===== config.mk =====
export PLATFORM = sky130hd
export DESIGN_NAME = nv12_chroma_reorder_writer_unit
export DESIGN_NICKNAME = d
export VERILOG_FILES = /design/src/rtl/ncrw_pkg.sv /design/src/rtl/ncrw_cfg_regs.sv /design/src/rtl/ncrw_addr_gen.sv /design/src/rtl/ncrw_out_skid.sv /design/src/rtl/nv12_chroma_reorder_writer_unit.sv
export SDC_FILE = /design/constraint.sdc
export NUM_CORES = 1
export LEC_CHECK = 0
export BUFFER_PORTS_ARGS = -buffer_cell sky130_fd_sc_hd__buf_2
export CELL_PAD_IN_SITES_DETAIL_PLACEMENT = 0
export CELL_PAD_IN_SITES_GLOBAL_PLACEMENT = 1
export CORE_MARGIN = 2
export CORE_UTILIZATION = 55
export CTS_BUF_LIST = sky130_fd_sc_hd__clkbuf_16
export CTS_CLUSTER_SIZE = 8
export DETAILED_ROUTE_END_ITERATION = 8
export PLACE_DENSITY = 0.93
export SYNTH_ARGS = -nofsm -noshare
export SYNTH_HDL_FRONTEND = slang
export SYNTH_HIERARCHICAL = 1
export SYNTH_SLANG_ARGS = --single-unit

===== constraint.sdc =====
create_clock -name clk_i -period 19.05 [get_ports clk_i]
set_input_delay 0 -clock clk_i [delete_from_list [all_inputs] [get_ports clk_i]]
set_output_delay 0 -clock clk_i [all_outputs]
set_load 0.01 [all_outputs]

===== src/rtl/ncrw_pkg.sv =====
// Package for the NV12 chroma reorder writer.
// Payload structs, configuration struct, register indexes and widths.
// No dependencies.
package ncrw_pkg;

  localparam int unsigned MaxStride = 4096;
  localparam int unsigned MaxRows   = 4096;

  localparam int unsigned RegW  = 13;
  localparam int unsigned ColW  = $clog2(MaxStride);
  localparam int unsigned RowW  = 13;
  localparam int unsigned AddrW = 25;
  localparam int unsigned IdxW  = 3;

  // register indexes
  localparam logic [IdxW-1:0] RegTargetMode   = 3'd0;
  localparam logic [IdxW-1:0] RegActiveWidth  = 3'd1;
  localparam logic [IdxW-1:0] RegActiveHeight = 3'd2;
  localparam logic [IdxW-1:0] RegSrcStride    = 3'd3;
  localparam logic [IdxW-1:0] RegSrcRows      = 3'd4;
  localparam logic [IdxW-1:0] RegDstStride    = 3'd5;
  localparam logic [IdxW-1:0] RegDstRows      = 3'd6;

  // target modes
  localparam logic ModeNv21 = 1'b0;
  localparam logic ModeI420 = 1'b1;

  localparam logic [RegW-1:0]  RstActiveWidth  = 13'd1920;
  localparam logic [RegW-1:0]  RstActiveHeight = 13'd1080;
  localparam logic [RegW-1:0]  RstSrcStride    = 13'd1920;
  localparam logic [RegW-1:0]  RstSrcRows      = 13'd1080;
  localparam logic [RegW-1:0]  RstDstStride    = 13'd1920;
  localparam logic [RegW-1:0]  RstDstRows      = 13'd1080;
  localparam logic [AddrW-1:0] RstChromaBase   = 25'd2073600;

  typedef struct packed {
    logic [7:0] pixel_byte;
    logic       frame_start;
  } in_t;

  typedef struct packed {
    logic             write_enable;
    logic [AddrW-1:0] dest_address;
    logic [7:0]       data_byte;
    logic             frame_end;
  } out_t;

  // configuration as seen by the address generator
  typedef struct packed {
    logic             target_mode;
    logic [RegW-1:0]  active_width;
    logic [RegW-1:0]  active_height;
    logic [RegW-1:0]  stride;      // clamped, never zero
    logic [RowW-1:0]  luma_rows;   // clamped
    logic [RowW-1:0]  last_row;
    logic [RegW-1:0]  dst_stride;
    logic [AddrW-1:0] chroma_base;
  } cfg_t;

endpackage


===== src/rtl/ncrw_cfg_regs.sv =====
// Configuration registers of the NV12 chroma reorder writer.
// Holds the geometry, derives clamped values and the chroma plane offset.
// Depends on ncrw_pkg.
module ncrw_cfg_regs (
  input  logic                     clk_i,
  input  logic                     rst_ni,
  input  logic                     cfg_we_i,
  input  logic [ncrw_pkg::IdxW-1:0] cfg_index_i,
  input  logic [ncrw_pkg::RegW-1:0] cfg_wdata_i,
  output ncrw_pkg::cfg_t           cfg_o
);
  import ncrw_pkg::*;

  logic             target_mode_q;
  logic [RegW-1:0]  active_width_q, active_height_q, src_stride_q, src_rows_q;
  logic [RegW-1:0]  dst_stride_q, dst_rows_q;
  logic [AddrW-1:0] chroma_base_q, chroma_base_d;
  logic [2*RegW-1:0] prod;
  logic [RegW-1:0]  mul_a, mul_b;
  logic [RowW-1:0]  luma_rows, total_rows;
  logic [RegW-1:0]  stride;

  // chroma base is dst_stride*dst_rows, computed when either factor is written
  always_comb begin
    mul_a = dst_stride_q;
    mul_b = dst_rows_q;
    if (cfg_index_i == RegDstStride) begin
      mul_a = cfg_wdata_i;
    end else if (cfg_index_i == RegDstRows) begin
      mul_b = cfg_wdata_i;
    end
    prod = (2*RegW)'(mul_a) * (2*RegW)'(mul_b);
    chroma_base_d = chroma_base_q;
    if (cfg_we_i && (cfg_index_i == RegDstStride || cfg_index_i == RegDstRows)) begin
      chroma_base_d = prod[AddrW-1:0];
    end
  end

  always_ff @(posedge clk_i or negedge rst_ni) begin
    if (!rst_ni) begin
      target_mode_q   <= ModeNv21;
      active_width_q  <= RstActiveWidth;
      active_height_q <= RstActiveHeight;
      src_stride_q    <= RstSrcStride;
      src_rows_q      <= RstSrcRows;
      dst_stride_q    <= RstDstStride;
      dst_rows_q      <= RstDstRows;
      chroma_base_q   <= RstChromaBase;
    end else begin
      chroma_base_q <= chroma_base_d;
      if (cfg_we_i) begin
        case (cfg_index_i)
          RegTargetMode:   target_mode_q   <= cfg_wdata_i[0];
          RegActiveWidth:  active_width_q  <= cfg_wdata_i;
          RegActiveHeight: active_height_q <= cfg_wdata_i;
          RegSrcStride:    src_stride_q    <= cfg_wdata_i;
          RegSrcRows:      src_rows_q      <= cfg_wdata_i;
          RegDstStride:    dst_stride_q    <= cfg_wdata_i;
          RegDstRows:      dst_rows_q      <= cfg_wdata_i;
          default: ;
        endcase
      end
    end
  end

  always_comb begin
    if (src_stride_q > RegW'(MaxStride)) begin
      stride = RegW'(MaxStride);
    end else if (src_stride_q == '0) begin
      stride = RegW'(1);
    end else begin
      stride = src_stride_q;
    end
    luma_rows  = (src_rows_q > RegW'(MaxRows)) ? RowW'(MaxRows) : src_rows_q;
    total_rows = luma_rows + (luma_rows >> 1);

    cfg_o.target_mode   = target_mode_q;
    cfg_o.active_width  = active_width_q;
    cfg_o.active_height = active_height_q;
    cfg_o.stride        = stride;
    cfg_o.luma_rows     = luma_rows;
    cfg_o.last_row      = (total_rows == '0) ? '0 : total_rows - RowW'(1);
    cfg_o.dst_stride    = dst_stride_q;
    cfg_o.chroma_base   = chroma_base_q;
  end

endmodule


===== src/rtl/ncrw_addr_gen.sv =====
// Address generator: column/row counters, running row base and the
// per-byte destination address, write enable and frame end.
// Depends on ncrw_pkg.
module ncrw_addr_gen (
  input  logic           clk_i,
  input  logic           rst_ni,
  input  logic           step_i,
  input  ncrw_pkg::in_t  in_data_i,
  input  ncrw_pkg::cfg_t cfg_i,
  output ncrw_pkg::out_t res_o
);
  import ncrw_pkg::*;

  logic [ColW-1:0]  col_q, col_d, col;
  logic [RowW-1:0]  row_q, row_d, row, cr, next_row;
  logic [AddrW-1:0] base_q, base_d, base;
  logic [AddrW-1:0] offset, addend, addr;
  logic [RegW-1:0]  col_p1;
  logic             is_luma, we, row_end, frame_end, i420;

  always_comb begin
    col  = in_data_i.frame_start ? '0 : col_q;
    row  = in_data_i.frame_start ? '0 : row_q;
    base = in_data_i.frame_start ? '0 : base_q;

    is_luma = row < cfg_i.luma_rows;
    cr      = row - cfg_i.luma_rows;
    i420    = cfg_i.target_mode == ModeI420;

    if (is_luma) begin
      we = (row < cfg_i.active_height) && (RegW'(col) < cfg_i.active_width);
    end else begin
      we = (cr < (cfg_i.active_height >> 1)) &&
           (RegW'(col) < {cfg_i.active_width[RegW-1:1], 1'b0});
    end

    // chroma: NV21 swaps each pair, I420 splits U/V into two half-width planes
    addend = '0;
    if (is_luma) begin
      offset = AddrW'(col);
    end else if (!i420) begin
      offset = AddrW'({col[ColW-1:1], ~col[0]});
    end else begin
      offset = AddrW'(col >> 1);
      if (col[0]) begin
        addend = cfg_i.chroma_base >> 2;
      end
    end
    addr = base + offset + addend;

    col_p1    = RegW'(col) + RegW'(1);
    row_end   = col_p1 >= cfg_i.stride;
    frame_end = row_end && (row >= cfg_i.last_row);
    next_row  = row + RowW'(1);

    col_d  = col_q;
    row_d  = row_q;
    base_d = base_q;
    if (step_i) begin
      if (frame_end) begin
        col_d  = '0;
        row_d  = '0;
        base_d = '0;
      end else if (row_end) begin
        col_d = '0;
        row_d = next_row;
        if (next_row < cfg_i.luma_rows) begin
          base_d = base + AddrW'(cfg_i.dst_stride);
        end else if (next_row == cfg_i.luma_rows) begin
          base_d = cfg_i.chroma_base;
        end else if (i420) begin
          base_d = base + AddrW'(cfg_i.dst_stride >> 1);
        end else begin
          base_d = base + AddrW'(cfg_i.dst_stride);
        end
      end else begin
        col_d = col_p1[ColW-1:0];
        row_d = row;
        base_d = base;
      end
    end

    res_o.write_enable = we;
    res_o.dest_address = we ? addr : '0;
    res_o.data_byte    = in_data_i.pixel_byte;
    res_o.frame_end    = frame_end;
  end

  always_ff @(posedge clk_i or negedge rst_ni) begin
    if (!rst_ni) begin
      col_q  <= '0;
      row_q  <= '0;
      base_q <= '0;
    end else begin
      col_q  <= col_d;
      row_q  <= row_d;
      base_q <= base_d;
    end
  end

endmodule


===== src/rtl/ncrw_out_skid.sv =====
// Output register with a skid stage for the result channel.
// Keeps the input side ready while one result waits on a stalled receiver.
// Depends on ncrw_pkg.
module ncrw_out_skid (
  input  logic           clk_i,
  input  logic           rst_ni,
  input  logic           in_valid_i,
  output logic           in_ready_o,
  input  ncrw_pkg::out_t in_data_i,
  output logic           out_valid_o,
  input  logic           out_ready_i,
  output ncrw_pkg::out_t out_data_o
);
  import ncrw_pkg::*;

  logic out_valid_q, skid_valid_q;
  out_t out_q, skid_q;
  logic in_fire, out_free;

  assign in_ready_o  = !skid_valid_q;
  assign in_fire     = in_valid_i && in_ready_o;
  assign out_free    = !out_valid_q || out_ready_i;
  assign out_valid_o = out_valid_q;
  assign out_data_o  = out_q;

  always_ff @(posedge clk_i or negedge rst_ni) begin
    if (!rst_ni) begin
      out_valid_q  <= 1'b0;
      skid_valid_q <= 1'b0;
    end else if (out_free) begin
      if (skid_valid_q) begin
        out_valid_q  <= 1'b1;
        skid_valid_q <= 1'b0;
      end else begin
        out_valid_q <= in_fire;
      end
    end else if (in_fire) begin
      skid_valid_q <= 1'b1;
    end
  end

  always_ff @(posedge clk_i) begin
    if (out_free) begin
      out_q <= skid_valid_q ? skid_q : in_data_i;
    end else if (in_fire) begin
      skid_q <= in_data_i;
    end
  end

endmodule


===== src/rtl/nv12_chroma_reorder_writer_unit.sv =====
// NV12 chroma reorder writer, top level.
// Takes source bytes of a padded NV12 frame on the input channel, one per
// transfer, and returns for each one a result: write enable, destination
// address, the byte itself and a frame end flag. Luma is copied to the
// destination stride; chroma becomes NV21 (pairs swapped) or planar I420.
// Results are registered, in the skid stage on a stall. Throughput: one byte
// per cycle while the receiver takes results; the address path is one adder
// chain on the row base, and the chroma plane offset (dst_stride*dst_rows) is
// multiplied when a register is written, so it never sits in the byte path.
// Configuration is a write-only port; write it only while no byte is in
// flight. Reset restores the default 1920x1080 geometry in NV21 mode and
// clears the counters. A stalled receiver holds one result in the output
// register and one more in the skid stage; input ready drops only when
// both are full. frame_start on a byte restarts the counters at offset zero.
// Depends on ncrw_pkg, ncrw_cfg_regs, ncrw_addr_gen, ncrw_out_skid.
module nv12_chroma_reorder_writer_unit (
  input  logic                      clk_i,
  input  logic                      rst_ni,
  input  logic                      in_valid_i,
  output logic                      in_ready_o,
  input  ncrw_pkg::in_t             in_data_i,
  output logic                      out_valid_o,
  input  logic                      out_ready_i,
  output ncrw_pkg::out_t            out_data_o,
  input  logic                      cfg_we_i,
  input  logic [ncrw_pkg::IdxW-1:0] cfg_index_i,
  input  logic [ncrw_pkg::RegW-1:0] cfg_wdata_i
);
  import ncrw_pkg::*;

  cfg_t cfg;
  out_t res;
  logic in_fire;

  assign in_fire = in_valid_i && in_ready_o;

  ncrw_cfg_regs u_cfg (
    .clk_i       (clk_i),
    .rst_ni      (rst_ni),
    .cfg_we_i    (cfg_we_i),
    .cfg_index_i (cfg_index_i),
    .cfg_wdata_i (cfg_wdata_i),
    .cfg_o       (cfg)
  );

  ncrw_addr_gen u_addr (
    .clk_i     (clk_i),
    .rst_ni    (rst_ni),
    .step_i    (in_fire),
    .in_data_i (in_data_i),
    .cfg_i     (cfg),
    .res_o     (res)
  );

  ncrw_out_skid u_skid (
    .clk_i       (clk_i),
    .rst_ni      (rst_ni),
    .in_valid_i  (in_valid_i),
    .in_ready_o  (in_ready_o),
    .in_data_i   (res),
    .out_valid_o (out_valid_o),
    .out_ready_i (out_ready_i),
    .out_data_o  (out_data_o)
  );

endmodule

==> results of run 1 <==
-- sequential cells by signal, indices dropped and copies added (netlist names), 13 cells and up --
name                   flops
u_cfg/chroma_base_q       25
u_addr/row_q              13
u_cfg/dst_rows_q          13
u_skid/out_data_o         35
u_cfg/src_stride_q        13
u_cfg/active_width_q      13
u_skid/skid_q             35
u_cfg/src_rows_q          13
u_cfg/dst_stride_q        13
u_addr/base_q             25
u_cfg/active_height_q     13
-- metrics by stage --
stage	cells	instance area [µm²]
2_1_floorplan	2471	22700
3_3_place_gp	2999	23400
3_5_place_dp	2999	23400
4_1_cts	3084	24700
5_1_grt	3084	24700
6_report	3084	24700
-- critical path: stages --
cell and delay [ps]:
dlygate4sd3_1 510, buf_2 130, nor2b_1 340, nand2_1 680, mux2i_1 1110, or2_2 260
fa_1 430, fa_1 490, inv_1 50, fa_1 500, fa_1 560, inv_1 50
fa_1 470, inv_1 40, ha_1 330, a21oi_1 140, nor2b_1 70, nor4_1 500
nor3_1 210, o31a_1 330, o21a_1 170, o31ai_1 190
-- path summary, 6_finish.rpt --
path,slack [ps],cells after the start,end
max,11920,22,u_cfg/chroma_base_q[20]
min,90,3,u_cfg/dst_stride_q[10]
max reg2reg,11980,22,u_skid/out_data_o[32]
min reg2reg,470,2,u_addr/base_q[8]
max in group asynchronous,17390,3,u_cfg/active_width_q[6]
min in group asynchronous,140,2,u_addr/base_q[20]
-- metal layers --
| layer | vias up | track usage, % | share of wire [%] |
|---|---|---|---|
| li1 | 8615 | - | - |
| met1 | 8911 | 39.5 | 44 |
| met2 | 619 | 47.1 | 46 |
| met3 | 144 | 3.84 | 5.7 |
| met4 | 0 | 13.8 | 4.8 |
| met5 | - | 0 | 0 |
-- area by class of cell --
cell class / count / share of cell area [%]
Clock inverter: 25 / 0.588
Sequential cell: 226 / 24.5
Multi-Input combinational cell: 1866 / 61.4
Clock buffer: 34 / 3.45
Timing Repair Buffer: 112 / 3.02
Inverter: 289 / 4.39
Tap cell: 532 / 2.70
-- synth_stat cells (41+ instances only) --
master    count  share of area, %
a21o_1       41               1.4
a21oi_1     135               3.0
clkbuf_1     50              0.83
dfrtp_1     124                14
edfxtp_1     70               9.3
fa_1        136                12
ha_1        218                12
inv_1       287               4.7
mux2_2       96               4.8
nand2_1     248               4.1
nand3_1      44              0.97
nor2_1      196               3.2
nor2b_1      74               2.0
o21ai_0      92               2.0
xnor2_1      69               2.7
xor2_1       43               1.7
-- cells by family after synthesis --
group	count (synthesis)
simple gates	733
compound gates	510
buf+inv	379
fa+ha+maj	359
flops	226
mux	152
xor+xnor	112
==> out/summary.txt, run 1 <==
GRT overflow: 0
I/O Buffers: 66
Die height: 207 µm
Buffer depth of the longest clock path: 3
Num rows: 74
CTS Hold Buffers Added: 26
Post-synth cell types: 90
Later-pin clock latency in the skew report: 550 ps
DRT Wirelength: 62300 µm
First-pass GRT wire length: 100000 µm
Top_reg_cell synth: dfrtp_1
Clock Pin Slew Worst Setup and Hold Paths: 60 ps
Register area: 6050 µm²
Compound-gate portion of the synthesized area: 15.2%
Slew HR: 22.8%
Post-Synth XOR/XNOR Area: 4.32%
Root Driver: clkbuf_16
Worst Hold Class: primary input to flip-flop
Worst min-delay path startpoint: cfg_we_i
Area Overhead vs Synth: 8.75%
RSZ-0062 raised after global routing: false
Setup TNS: 0 ps
WL per Instance: 20.2 µm
Final hold vios: 0
Initial Utilization: 55.6%
Tot GR Track Use: 29.3%
Largest family of logic cells by synthesized area: adder cells
Clk sinks: 226
R2R Path Start: u_cfg/src_rows_q[12]
Leading cell type in the layout, fill and taps excluded: inv_1
Vias in the first global route: 18500
Detailed placement HPWL: 48000 µm
DRT antenna net count: 0
Startpoint types: primary input
TritonCTS clock tree: built
DIE AREA: 42900 µm²
Register area share after synthesis: 26.6%
Post-Place Worst Slack: 11990 ps
Worst Setup SP: cfg_index_i[1]
Final worst slack: 11920 ps
Fin Hold WS: 92.2 ps
Ys Warns: 6
Number of flops mapped to enable cells by yosys: 70
Initial antenna violation count: 1
Multi-input logic area: 15200 µm²
Simple-Gate Fraction of Synth Area: 15.3%
Mapped cell area: 22700 µm²
Adder-Cell Fraction of Synth Area: 24.2%
Final nets: 2913
Num CTS Buffers: 34
Critical Path RT: 19510 ps
Crit path DAT: 7590 ps
Routability Congestion: 1.01
Most frequent cells in the layout: inv_1, nand2_1, ha_1
Critical Path Fanout Max: 22
Vias per inst: 5.93
Setup CP Type: primary input to flip-flop
Share of cells above drive strength 1: 13.2%
Largest net degree at the start of global routing: 80
Ports: 67
DRC Markers: 0
DRT iter0 DRCs: 1434
1st-pass router iterations: 6
Fmax: 140 MHz
Clock Skew: 21.0 ps
Tmin final: 7130 ps
Cells after Synth: 2471
Layout fillers: 3492
H-tree Lvls: 2
Avg Cell Area, Syn: 9.19 µm²
Core area: 40800 µm²
ANT cells: 0
Post-CTS Setup Inserts: 0
Synth Register Bits: 226
Post-synthesis mux area share: 7.63%
Final count of negative-setup-slack endpoints: 0
Max Cap Viol: 0
CP Capture Type: flip-flop
Async set-reset flop share out of synthesis: 69.0%
Max Slew Vio Count: 0
Util after Layout: 60.5%
Final Cycle Share: 37.4%
Outcome: finished, final reports clean
Via count: 18300
Slew @ Worst Pin: 1130 ps
Cts repair resizes: 0
Synthesized net count: 2855
Die W: 207 µm
Power of run 1 is left out: the tool's default activity adds up to more than one toggle a clock period on the data nets, which glitch-free logic cannot reach.
==> run 2: changes to the inputs <==
Settings changed: ABC_AREA set to 1, CORE_UTILIZATION 55 to 48, PLACE_DENSITY 0.93 to 0.87.
Clock period 19.05 ns to 6.8 ns, I/O delays scaled along.
==> run 2 against run 1 <==
Setup slack got worse by 11000 ps. Clock-buffer cell count is 2 higher. Sequential share of layout area down 1.9 points. Synthesized cell count grew 40%. Clock skew is 31 ps higher. Die area up 23%. Routed wire length rose by 18%. First-iteration DRC count up 17%. Worst hold slack got worse by 20 ps. Via count grew 23%. Final cell count is 37% higher. Area after synthesis increased by 8.0%. Critical endpoint is now u_cfg/chroma_base_q[22].
==> out/summary.txt, run 2 <==
Reg2reg path depth: 27
Multi-input logic area: 15600 µm²
Worst Hold Class: primary input to flip-flop
Buf+Inv Stages, Crit Path: 7
Register area: 6050 µm²
Setup CP Type: primary input to flip-flop
CTS Hold Buffers Added: 27
Clock Skew: 51.5 ps
Ports: 67
Most frequent CP cell: fa_1
Share of cells above drive strength 1: 7.98%
DRT iter0 DRCs: 1682
Reg-to-reg endpoint: u_skid/out_data_o[28]
Die height: 230 µm
TritonCTS clock tree: built
Post-CTS Setup Inserts: 0
Tmin final: 6310 ps
DRC Markers: 0
Commonest cells in the netlist: nand2_1, inv_1, nor2_1
Largest stage delay on the critical path: 720 ps
Total power: 12.2 mW
I/O Buffers: 66
Crit path DAT: 6760 ps
Switching Fraction: 52.8%
Slew HR: 26.1%
Num CTS Buffers: 36
Max Slew Vio Count: 0
GRT overflow: 0
Most numerous cell in the Yosys netlist: nand2_1
Critical Path RT: 7250 ps
First-pass GRT wire length: 120000 µm
H-tree Lvls: 2
Synth Register Bits: 226
Number of flops mapped to enable cells by yosys: 70
Async set-reset flop share out of synthesis: 69.0%
Setup TNS: 0 ps
Buffer depth of the longest clock path: 3
R2R setup slack: 850 ps
CP Capture Type: flip-flop
ANT cells: 0
Vias in the first global route: 22700
RSZ-0062 raised after global routing: false
Top_reg_cell synth: dfrtp_1
Internal cell power: 5.75 mW
Num rows: 82
Outcome: finished, final reports clean
Final nets: 3918
Hold EP: u_cfg/dst_stride_q[7]
Mapped cell area: 24500 µm²
DRT Wirelength: 73300 µm
Clk sinks: 226
VDD IR-drop max: 0.00123 V
Via count: 22500
Synth area leaders: nand2_1, dfrtp_1, ha_1, fa_1, inv_1
Tot GR Track Use: 28.5%
Later-pin clock latency in the skew report: 570 ps
Clock Pin Slew Worst Setup and Hold Paths: 50 ps
1st-pass router iterations: 5
R2R Path Start: u_cfg/src_rows_q[8]
Most frequent cells in the layout: nand2_1, inv_1, nor2_1
Worst min-delay path startpoint: cfg_we_i
DP Area: 25400 µm²
Leak: 14.4 nW
Post-synth cell types: 56
Ys Warns: 6
Critical Path Fanout Max: 27
DIE AREA: 52900 µm²
Die W: 230 µm
Layout fillers: 5002
Hold Path Stages: 4
Final Cell Area: 26700 µm²
Core area: 50300 µm²
Clock network power share: 13.7%
Fin Hold WS: 72.6 ps
Avg Cell Area, Syn: 7.07 µm²
Slew @ Worst Pin: 1110 ps
Leading cell type in the layout, fill and taps excluded: nand2_1
Detailed placement HPWL: 57600 µm
WL per Instance: 17.3 µm
Vias per inst: 5.32
Synthesized net count: 3854
Net switching power: 6.44 mW
Initial Utilization: 48.8%
Reg power frac: 17.4%
Final Cycle Share: 92.8%
CP cell instances: dlygate4sd3_1, buf_2, inv_2, nor2_2, nand2_2, o21ai_0, inv_1, nand2_1, fa_1, fa_1, inv_1, fa_1, fa_1, inv_1, fa_1, inv_1, ha_1, nand2_1, nor3_1, nand4_1, nand3_1, nand2_1, nand3_1, nand2_1
Largest net degree at the start of global routing: 104
Area Overhead vs Synth: 9.00%
Cells after Synth: 3470
Worst path slowest cell: o21ai_0
Top-area cell type share of the netlist area: 15.1%
PD cells: 456 nW/µm²
Final hold vios: 0
Startpoint types: primary input
Initial antenna violation count: 1
Register area share after synthesis: 24.7%
Area leader, netlist: nand2_1
Root Driver: clkbuf_16
Max Cap Viol: 0
Cts repair resizes: 0
Final count of negative-setup-slack endpoints: 0
Routability Congestion: 0.968
Top cell family by delay on the critical path: adder cells
DRT antenna net count: 0
Combinational cell fraction of total power: 68.9%
Fmax: 159 MHz
[run 2: cell types whose count changed in the layout (fill, tap and decap cells not counted), moves of 40 or more]
cell	previous run	this run
nand2_1	248	984
nor2_1	195	265
nand3_1	44	229
xnor2_1	69	29
nor2b_1	74	0
mux2_2	96	0
inv_1	307	648
o21ai_0	92	200
[run 2: tightest hold or removal path: stages]
cell     delay (ps)
buf_2           100
inv_2           280
nand2_1         130
o21ai_0          70
[run 2: metrics by stage]
step / cells / utilization [%] / worst slack (ps)
floorplan: 3470 / - / 1650
global placement: 4141 / 50.5 / 644
detailed placement: 4141 / 50.5 / 566
CTS: 4233 / 53.2 / 619
global route: 4233 / 53.2 / 114
finish: 4233 / 53.2 / 491
[run 2: logic make-up after synthesis]
group | after synthesis | synth area share (%)
flops | 226 | 24.7
fa+ha+maj | 354 | 22.2
buf+inv | 737 | 12.0
compound gates | 452 | 10.5
xor+xnor | 78 | 2.82
simple gates | 1623 | 27.9
[run 2: worst max path at each step]
stage,start,cells after the start,slack [ps],to
global route,cfg_index_i[0],23,110,u_cfg/chroma_base_q[24]
detailed placement,cfg_index_i[1],23,570,u_cfg/chroma_base_q[24]
floorplan,u_cfg/dst_rows_q[4],23,1650,u_cfg/chroma_base_q[17]
CTS,cfg_index_i[0],23,620,u_cfg/chroma_base_q[24]
global placement,cfg_index_i[1],23,640,u_cfg/chroma_base_q[22]
finish,cfg_index_i[1],24,490,u_cfg/chroma_base_q[22]
[run 2: layout make-up]
class,instances,share of cell area [%]
clock inverter,29,0.669
timing repair buffer,116,2.92
clock buffer,36,3.37
multi-input combinational,2507,58.2
inverter,647,9.10
tap,672,3.15
sequential,226,22.6
[run 2: power by group through the flow]
stage	sequential, mW	clock, mW	combinational (mW)
2_1_floorplan	2.05	0	6.19
3_3_place_gp	2.13	0	8.29
3_5_place_dp	2.14	0	8.37
4_1_cts	2.12	1.71	8.44
5_1_grt	2.16	1.77	9.61
6_report	2.12	1.67	8.40
[run 2: metal layers]
metal | vias to the layer above | GRT usage, % | part of all wire (%)
li1 | 11000 | - | -
met1 | 10700 | 36.5 | 43
met2 | 670 | 48.1 | 47
met3 | 152 | 3.47 | 5.4
met4 | 0 | 12.8 | 4.9
met5 | - | 0 | 0
No activity file was read; power rests on OpenSTA's default activity.
